File: src/rtl/gcsi_pkg.sv
package gcsi_pkg;

    localparam int CHAN_W          = 8;
    localparam int NUM_LANES       = 3;
    localparam int FRAC_BITS       = 24;
    localparam int ACC_W           = CHAN_W + FRAC_BITS;
    localparam int DIV_STEPS       = ACC_W;
    localparam int CNT_W           = $clog2(DIV_STEPS);
    localparam int SPAN_W          = 16;
    localparam int LENGTH_BITS_DEF = 16;

    // op codes
    localparam logic OP_LOAD = 1'b0;
    localparam logic OP_NEXT = 1'b1;

    typedef struct packed {
        logic        op;
        logic [31:0] start_color;
        logic [31:0] end_color;
        logic [15:0] span_length;
    } gcsi_in_t;

    typedef struct packed {
        logic [31:0] color_out;
        logic        valid_res;
        logic        last;
    } gcsi_out_t;

    typedef enum logic {
        ST_IDLE,
        ST_DIV
    } gcsi_state_t;

    // lane control from the sequencer
    typedef struct packed {
        logic load;
        logic iter;
        logic finish;
        logic advance;
        logic single;
    } gcsi_ctl_t;

endpackage

File: src/rtl/gcsi_lane.sv
module gcsi_lane #(
    parameter int LEN_W = gcsi_pkg::LENGTH_BITS_DEF
) (
    input  logic                      clk,
    input  logic                      rst_n,
    input  gcsi_pkg::gcsi_ctl_t       ctl,
    input  logic [gcsi_pkg::CHAN_W-1:0] start_chan,
    input  logic [gcsi_pkg::CHAN_W-1:0] end_chan,
    input  logic [LEN_W-1:0]          divisor,
    output logic [gcsi_pkg::CHAN_W-1:0] chan_next
);
    import gcsi_pkg::*;

    logic [CHAN_W-1:0] a_reg;
    logic              neg_reg;
    logic [ACC_W-1:0]  dvd_reg;
    logic [ACC_W-1:0]  q_reg;
    logic [LEN_W-1:0]  rem_reg;
    logic [ACC_W-1:0]  step_reg;
    logic [ACC_W-1:0]  acc_reg;

    logic [CHAN_W-1:0] diff;
    logic [LEN_W:0]    rem_sh;
    logic              ge;
    logic [LEN_W:0]    rem_sub;
    logic [ACC_W-1:0]  q_new;
    logic [ACC_W-1:0]  acc_sum;

    assign diff    = (end_chan >= start_chan) ? (end_chan - start_chan)
                                              : (start_chan - end_chan);
    // one restoring quotient bit per cycle
    assign rem_sh  = {rem_reg, dvd_reg[ACC_W-1]};
    assign ge      = rem_sh >= {1'b0, divisor};
    assign rem_sub = rem_sh - {1'b0, divisor};
    assign q_new   = {q_reg[ACC_W-2:0], ge};
    assign acc_sum = acc_reg + step_reg;
    assign chan_next = acc_sum[ACC_W-1 -: CHAN_W];

    always_ff @(posedge clk or negedge rst_n)
    begin
        if (!rst_n)
        begin
            step_reg <= '0;
            acc_reg  <= '0;
        end
        else if (ctl.finish)
        begin
            if (ctl.single)
            begin
                step_reg <= '0;
                acc_reg  <= '0;
            end
            else
            begin
                step_reg <= neg_reg ? ~q_new : q_new;
                acc_reg  <= {a_reg, 1'b1, {(FRAC_BITS-1){1'b0}}};
            end
        end
        else if (ctl.advance)
        begin
            acc_reg <= acc_sum;
        end
    end

    always_ff @(posedge clk)
    begin
        if (ctl.load)
        begin
            a_reg   <= start_chan;
            neg_reg <= end_chan < start_chan;
            dvd_reg <= {diff, {FRAC_BITS{1'b0}}};
            q_reg   <= '0;
            rem_reg <= '0;
        end
        else if (ctl.iter)
        begin
            dvd_reg <= {dvd_reg[ACC_W-2:0], 1'b0};
            q_reg   <= q_new;
            rem_reg <= ge ? rem_sub[LEN_W-1:0] : rem_sh[LEN_W-1:0];
        end
    end

endmodule

File: src/rtl/gouraud_color_span_interpolator.sv
// Gouraud RGB span interpolator.
//
// Input channel req (req_valid / req_stall) carries one item: op, start
// and end colors, span length. A load item (op 0) latches a span and
// starts three per-channel serial dividers side by side (blue, green,
// red); it yields no result. The dividers produce one quotient bit per
// cycle, so after a load req_stall is high while the 8.24 steps
// settle. A next item (op 1) yields exactly one result on rsp
// (rsp_valid / rsp_stall) in the cycle after acceptance; while the
// block is idle and rsp is not stalled, next items are taken one per
// cycle. Each advance adds the step to each 32-bit accumulator and a
// merge stage packs the three channel bytes with the start alpha.
// A next item on an exhausted span returns color 0 with valid_res 0.
// The result sits in an output register; while rsp_stall holds it, a
// further item is not accepted (req_stall follows rsp_stall).
// Reset clears the span (remaining 0), the current color and the
// accumulators; the first next item after reset reports exhausted.
module gouraud_color_span_interpolator #(
    parameter int LENGTH_BITS = gcsi_pkg::LENGTH_BITS_DEF
) (
    input  logic                clk,
    input  logic                rst_n,
    input  logic                req_valid,
    output logic                req_stall,
    input  gcsi_pkg::gcsi_in_t  req,
    output logic                rsp_valid,
    input  logic                rsp_stall,
    output gcsi_pkg::gcsi_out_t rsp
);
    import gcsi_pkg::*;

    // span_length is 16 bits wide; lengths wider than that cut nothing
    localparam int LEN_W = (LENGTH_BITS < SPAN_W) ? LENGTH_BITS : SPAN_W;
    localparam logic [CNT_W-1:0] CNT_LAST = CNT_W'(DIV_STEPS - 1);

    gcsi_state_t       state_reg, state_next;
    logic [CNT_W-1:0]  cnt_reg, cnt_next;
    logic [LEN_W-1:0]  remaining_reg;
    logic [LEN_W-1:0]  divisor_reg;
    logic              single_reg;
    logic [31:0]       color_reg;
    logic              rsp_valid_reg;
    gcsi_out_t         rsp_reg;

    gcsi_ctl_t         ctl;
    logic              req_fire;
    logic              is_load;
    logic              is_next;
    logic [LEN_W-1:0]  len_raw;
    logic [LEN_W-1:0]  len_eff;
    logic [CHAN_W-1:0] chan_next [NUM_LANES];
    logic [31:0]       color_next;
    gcsi_out_t         result;

    assign req_stall = (state_reg != ST_IDLE) || (rsp_valid_reg && rsp_stall);
    assign req_fire  = req_valid && !req_stall;
    assign is_load   = req_fire && (req.op == OP_LOAD);
    assign is_next   = req_fire && (req.op == OP_NEXT);

    assign len_raw = req.span_length[LEN_W-1:0];
    assign len_eff = (len_raw == '0) ? LEN_W'(1) : len_raw;

    // sequencer: idle, or iterating the lane dividers
    always_comb
    begin
        state_next  = state_reg;
        cnt_next    = cnt_reg;
        ctl.load    = is_load;
        ctl.iter    = 1'b0;
        ctl.finish  = 1'b0;
        ctl.advance = is_next && (remaining_reg != '0);
        ctl.single  = single_reg;
        unique case (state_reg)
            ST_IDLE:
            begin
                if (is_load)
                begin
                    state_next = ST_DIV;
                    cnt_next   = '0;
                end
            end
            ST_DIV:
            begin
                ctl.iter = 1'b1;
                cnt_next = cnt_reg + CNT_W'(1);
                if (cnt_reg == CNT_LAST)
                begin
                    ctl.finish = 1'b1;
                    state_next = ST_IDLE;
                end
            end
            default:
            begin
                state_next = ST_IDLE;
            end
        endcase
    end

    always_ff @(posedge clk or negedge rst_n)
    begin
        if (!rst_n)
        begin
            state_reg <= ST_IDLE;
            cnt_reg   <= '0;
        end
        else
        begin
            state_reg <= state_next;
            cnt_reg   <= cnt_next;
        end
    end

    // three channel lanes: blue, green, red
    for (genvar i = 0; i < NUM_LANES; i++)
    begin : g_lane
        gcsi_lane #(
            .LEN_W (LEN_W)
        ) u_lane (
            .clk        (clk),
            .rst_n      (rst_n),
            .ctl        (ctl),
            .start_chan (req.start_color[i*CHAN_W +: CHAN_W]),
            .end_chan   (req.end_color[i*CHAN_W +: CHAN_W]),
            .divisor    (divisor_reg),
            .chan_next  (chan_next[i])
        );
    end

    // merge: pack lane bytes under the start alpha
    assign color_next = {color_reg[31:24], chan_next[2], chan_next[1], chan_next[0]};

    always_ff @(posedge clk or negedge rst_n)
    begin
        if (!rst_n)
        begin
            remaining_reg <= '0;
            color_reg     <= '0;
        end
        else if (is_load)
        begin
            remaining_reg <= len_eff;
            color_reg     <= req.start_color;
        end
        else if (ctl.advance)
        begin
            remaining_reg <= remaining_reg - LEN_W'(1);
            color_reg     <= color_next;
        end
    end

    always_ff @(posedge clk)
    begin
        if (is_load)
        begin
            divisor_reg <= len_eff - LEN_W'(1);
            single_reg  <= (len_eff == LEN_W'(1));
        end
    end

    // result of a next item
    always_comb
    begin
        if (remaining_reg == '0)
        begin
            result.color_out = '0;
            result.valid_res = 1'b0;
            result.last      = 1'b0;
        end
        else
        begin
            result.color_out = color_reg;
            result.valid_res = 1'b1;
            result.last      = (remaining_reg == LEN_W'(1));
        end
    end

    always_ff @(posedge clk or negedge rst_n)
    begin
        if (!rst_n)
        begin
            rsp_valid_reg <= 1'b0;
        end
        else if (is_next)
        begin
            rsp_valid_reg <= 1'b1;
        end
        else if (!rsp_stall)
        begin
            rsp_valid_reg <= 1'b0;
        end
    end

    always_ff @(posedge clk)
    begin
        if (is_next)
        begin
            rsp_reg <= result;
        end
    end

    assign rsp_valid = rsp_valid_reg;
    assign rsp       = rsp_reg;

endmodule

File: config.mk
export PLATFORM = sky130hd
export DESIGN_NAME = gouraud_color_span_interpolator
export DESIGN_NICKNAME = d
export VERILOG_FILES = /design/src/rtl/gcsi_pkg.sv /design/src/rtl/gcsi_lane.sv /design/src/rtl/gouraud_color_span_interpolator.sv
export SDC_FILE = /design/constraint.sdc
export NUM_CORES = 1
export LEC_CHECK = 0
export BUFFER_PORTS_ARGS = -buffer_cell sky130_fd_sc_hd__buf_2
export CORE_ASPECT_RATIO = 1.4
export CORE_MARGIN = 4
export CORE_UTILIZATION = 65
export CTS_CLUSTER_DIAMETER = 30
export DETAILED_ROUTE_END_ITERATION = 8
export HOLD_SLACK_MARGIN = 0.06
export PLACE_DENSITY = 0.83
export SYNTH_ARGS = -nofsm -noshare
export SYNTH_HDL_FRONTEND = slang
export SYNTH_SLANG_ARGS = --single-unit
File: constraint.sdc
create_clock -name clk -period 6.04 [get_ports clk]
set_input_delay 0.302 -clock clk [delete_from_list [all_inputs] [get_ports clk]]
set_output_delay 0.302 -clock clk [all_outputs]
set_load 0.1 [all_outputs]
# After elaboration in Yosys (flattened, before gate mapping)
# Cells that the tools add are included.
[totals]
ff_bits = 490
output_inout_bits = 36
input_bits = 85
word_cells = 121
[op_classes]
n_reduce_logical = 13
n_lt_le_gt_ge = 9
bitwise_logic = 5
add_sub_neg = 15
n_eq_ne = 5
muxes = 42
[ops]
columns = ["operator", "n"]
rows = [
  ["$mux W32", 22],
  ["$add A32 B32 Y32", 3],
  ["$mux W16", 6],
  ["$not A32 Y32", 3],
  ["$ge A17 B16 Y1", 3],
  ["$sub A16 B16 Y16", 3],
  ["$sub A8 B8 Y8", 6],
  ["$eq A16 B1 Y1 const B", 2],
  ["$logic_not A16 Y1", 2],
  ["$sub A16 B1 Y16 const B", 2],
  ["$ge A8 B8 Y1", 3],
  ["$lt A8 B8 Y1", 3],
  ["$mux W24", 1],
  ["$mux W8", 3],
  ["$reduce_bool A16 Y1", 1],
  ["$pmux W5 S2", 1],
  ["$reduce_bool A2 Y1", 3],
  ["$add A5 B1 Y5 const B", 1],
  ["$eq A5 B5 Y1 const B", 1],
  ["$logic_and A1 B1 Y1", 5],
  ["$mux W1", 5],
  ["$mux W5", 1],
  ["$mux W2", 2],
  ["$ne A2 B1 Y1 const B", 1],
  ["5 further kinds", 6],
]

# Logic depth before layout (Yosys ltp)
[logic_depth]
word_depth = 8
depth_mapped = 15
depth_no_buf = 14

# Hierarchy
# From an unflattened synthesis, not the netlist that was laid out.
[hier_totals]
hier_cells = 3153
hier_area_um2 = 29512.1
[by_module_without_submodules]
columns = ["module", "n_inst", "area_per_inst_um2", "cells_each"]
rows = [
  ["gcsi_lane at g_lane[0].u_lane ...", 2, 8313.0, 916],
  ["gcsi_lane at g_lane[2].u_lane", 1, 8105.3, 873],
  ["gouraud_color_span_interpolator", 1, 4780.8, 448],
]

# Worst setup path after synthesis
# OpenSTA, ideal clock, no wires.
[synth_path]
path_type = "register -> register"
start = "reg rsp_valid_reg, in the netlist rsp_valid"
end = "reg divisor_reg[0], enable pin"
stages_incl_launch_ff = 8
n_path_buf = 3
required_ps = 5615
setup_slack_ps = 2310
synth_period_minus_slack_ps = 3730
arrival_time_ps = 3305
path_cell_list = "dfrtp_1 -> a21oi_1 -> nand2_1 -> or2_2 -> clkbuf_1 -> inv_1 -> clkbuf_1 -> buf_1"
[synth_lines]
columns = ["item", "line", "rtl"]
rows = [
  ["start: declaration", "gouraud_color_span_interpolator.sv:42", "logic rsp_valid_reg;"],
  ["start signal: assignment", "gouraud_color_span_interpolator.sv:181", "rsp_valid_reg <= 1'b0;"],
  ["start signal: assignment", "gouraud_color_span_interpolator.sv:185", "rsp_valid_reg <= 1'b1;"],
  ["start signal: assignment", "gouraud_color_span_interpolator.sv:189", "rsp_valid_reg <= 1'b0;"],
  ["end signal: assignment", "gouraud_color_span_interpolator.sv:155", "divisor_reg <= len_eff - LEN_W'(1);"],
  ["end: declaration", "gouraud_color_span_interpolator.sv:39", "logic [LEN_W-1:0] divisor_reg;"],
]

# Final worst setup path
[layout_path]
start = "reg remaining_reg[8]"
end = "reg g_lane[2].u_lane.acc_reg[29]"
[layout_via]
elab_chain_cells = 3
[layout_rtl]
columns = ["item", "line", "rtl"]
rows = [
  ["start: declaration", "gouraud_color_span_interpolator.sv:38", "logic [LEN_W-1:0] remaining_reg;"],
  ["start signal: assignment", "gouraud_color_span_interpolator.sv:141", "remaining_reg <= len_eff;"],
  ["start signal: assignment", "gouraud_color_span_interpolator.sv:146", "remaining_reg <= remaining_reg - LEN_W'(1);"],
  ["$reduce_bool A16 Y1", "gouraud_color_span_interpolator.sv:71", "ctl.advance = is_next && (remaining_reg != '0);"],
  ["$logic_and A1 B1 Y1", "gouraud_color_span_interpolator.sv:71", ""],
  ["$reduce_bool A2 Y1 (no source line)", "n/a", ""],
  ["end signal: assignment", "gcsi_lane.sv:56", "acc_reg <= {a_reg, 1'b1, {(FRAC_BITS-1){1'b0}}};"],
  ["end signal: assignment", "gcsi_lane.sv:61", "acc_reg <= acc_sum;"],
  ["end: declaration", "gcsi_lane.sv:20", "logic [ACC_W-1:0] acc_reg;"],
]
# No other way between the ends.
# A chain may end at the register's enable or synchronous reset.

==> results.ini <==
[run_status]
status = completed

[logic_synthesis]
seq_area_frac_synth = 0.438
synth-main-ff-cell = dfrtp_1
synth-edff-count = 102
synthMostInstantiatedCell = nand2_1
syn_inst = 3005
synth_nets = 3294
ys_ff_latch = 490
yosysTopAreaCell = dfrtp_1
synth_commonest_cells = nand2_1 (489), o21ai_0 (358), dfrtp_1 (247), ha_1 (192), xnor2_1 (185)
synth_cell_type_count = 82
yosys_warnings = 0
synth.avg_cell_area_um2 = 9.17
ys_async_sr_fraction = 0.504
yosysTopAreaCellShare = 0.224
syn-cell-area_mm2 = 0.0276
synthTopCellsByArea = dfrtp_1 (22%), edfxtp_1 (11%), dfxtp_1 (10%)

[grt]
grt_usage = 0.301
grt_pass1_vias = 23800
overflow = 0
grt_max_degree = 159
antenna_found_initial = 2
grt_pass1_wl_mm = 115

[critical_path]
critPathLaunch = remaining_reg[8]
crit_path_start_kind = flip-flop
cp-end-kind = flip-flop
ff2ff_path_depth = 7
crit_required_ps = 6530
timing_worst_setup_path_type = flip-flop to flip-flop
r2r_end = g_lane[2].u_lane.acc_reg[29]
reg2reg_from = remaining_reg[8]
regToRegSetupSlack_ps = 1910
crit_arrival_ps = 4630
cp_max_fo = 53

[hold_path]
hold_depth = 4
hp-start = req[32]
min_to = g_lane[2].u_lane.dvd_reg[24]
hp-class = input pin to flip-flop

[route]
avgViaCountPerCell = 6.08
wl_per_cell_um = 18.4
vias = 22800
drt_iter0_markers = 1554
ant_nets = 0
first_pass_iters = 6
routed_wl_mm = 68.9
drc = 0

[cells_and_area]
drive_above_1_share = 0.101
area_growth_pct = 15.9
n_fill_cell = 2758
multi_input_area_mm2 = 0.0145
seq_area_mm2 = 0.0121
fin_nets = 3414

[cts]
clock_latency_ps = 610
cts-root-buf = clkbuf_16
cts_tree = done
cts_setup_buffers = 0
cts.sinks = 490
cts_resized = 0
clk_path_buf_depth = 3
htreeDepth = 3
clkTransAtPathRegs_ps = 50
cts_buffers = 84

[power_and_ir_drop]
leakagePower_nw = 14.5
ir_drop_mv = 0.390
total_power_w = 0.0177
power.density_mw_per_mm2 = 555

[floorplan]
core-area_mm2 = 0.0420
fp-row-count = 89
dieWidth_um = 182
fp.dieArea_mm2 = 0.0458
io_pins = 121
start_util = 0.656
die_h_um = 252

[timing]
clock-skew-final_ps = 24.7
period_minus_slack_ps = 4130
fmax_ghz = 0.242
worst_slew_pin_slew_ps = 1280
slew_headroom = 0.148
slew_viol_final = 0
hold_viol = 0
fin_setup_tns_ps = 0
rsz0062_at_grt = false
post-route-period-util = 0.684
final-setup-viol-count = 0

[place]
io_buffers = 112
place_hpwl_mm = 44.0
gp_congestion = 0.932

[job]
drv_cap = 0

## per-stage QoR
step	util	area [µm²]	hold slack [ps]	setup WS [ps]	cells
floorplan	-	27600	6.41	2310	3005
global placement	0.677	28400	357	2110	3535
detailed placement	0.677	28400	376	2060	3535
CTS	0.760	31900	192	2040	3743
global route	0.760	31900	257	1600	3745
finish	0.760	31900	225	1910	3745
## cells in the final DEF, fill, tap and decap left out, types with 14 or more instances in the layout
cell type / instances
o21ai_1: 65
nand4_1: 21
nand2_1: 487
a22oi_1: 19
a21o_1: 83
dfxtp_1: 141
inv_6: 14
ha_1: 192
and2_1: 43
mux2i_1: 22
clkbuf_16: 86
xor2_1: 74
buf_4: 18
xnor2_1: 185
nor2b_1: 22
nand3_1: 100
nor3_1: 22
o211ai_1: 14
dfrtp_1: 246
bufinv_16: 15
nand2b_1: 26
buf_2: 111
a21oi_1: 156
nor2_1: 112
a211oi_1: 18
o21ai_0: 358
inv_1: 112
dlygate4sd3_1: 50
edfxtp_1: 102
## layer usage
| layer | track usage | part of all wire | up-vias |
|---|---|---|---|
| li1 | - | - | 10800 |
| met1 | 0.327 | 0.37 | 10900 |
| met2 | 0.557 | 0.53 | 763 |
| met3 | 0.0394 | 0.048 | 273 |
| met4 | 0.180 | 0.059 | 0 |
| met5 | 0 | 0 | - |
## how the worst max path moves through the flow
stage	endpoint	slack, ps	depth (start not counted)
4_1_cts	g_lane[2].u_lane.acc_reg[29]	2040	7
6_report	g_lane[2].u_lane.acc_reg[29]	1910	7
5_1_grt	g_lane[2].u_lane.acc_reg[28]	1600	8
3_3_place_gp	g_lane[2].u_lane.acc_reg[29]	2110	7
3_5_place_dp	g_lane[2].u_lane.acc_reg[29]	2060	7
2_1_floorplan	divisor_reg[0]	2310	7
## cell type report
| type | instances | share of cell area |
|---|---|---|
| antenna | 2 | 0.000157 |
| clock buffer | 99 | 0.0693 |
| clock inverter | 59 | 0.0245 |
| inverter | 114 | 0.0134 |
| multi-input combinational | 2253 | 0.454 |
| sequential | 490 | 0.378 |
| tap | 546 | 0.0214 |
| timing repair buffer | 182 | 0.0390 |
## kinds of logic (layout without fill, tap and decap cells)
family                   after synthesis  count (layout)  synth area share
AND/OR/NAND/NOR                      889             889             0.143
AO/OA/AOI/OAI                        871             871             0.192
flip-flops                           490             490             0.438
buffers and inverters                262             454            0.0371
XOR/XNOR                             259             259            0.0823
adder cells (fa/ha/maj)              204             204            0.0959
multiplexers                          30              30            0.0113
other                                  0               2                 0
## report_power, final
group | total, W | internal [W] | switching [W] | leakage, nW
sequential | 0.00571 | 0.00477 | 0.000943 | 5.35
combinational | 0.00699 | 0.00291 | 0.00407 | 7.67
clock | 0.00502 | 0.00330 | 0.00172 | 1.44
total | 0.0177 | 0.0110 | 0.00674 | 14.5
## worst max-delay path: stages (launching register included)
cell and delay (ps):
dfrtp_1 430, or3_1 420, or4_1 450, nor2_1 210
nand4_2 780, nand2_4 900, nand2_1 450, o221a_1 360
## what timing repair did
item / 4_1_cts / 5_1_grt
endpoints found under the setup margin: 0 / 0
hold buffers: 50 / 0
endpoints found under the hold margin: 163 / 0
Note: power is estimated with default switching activity, not from simulation.
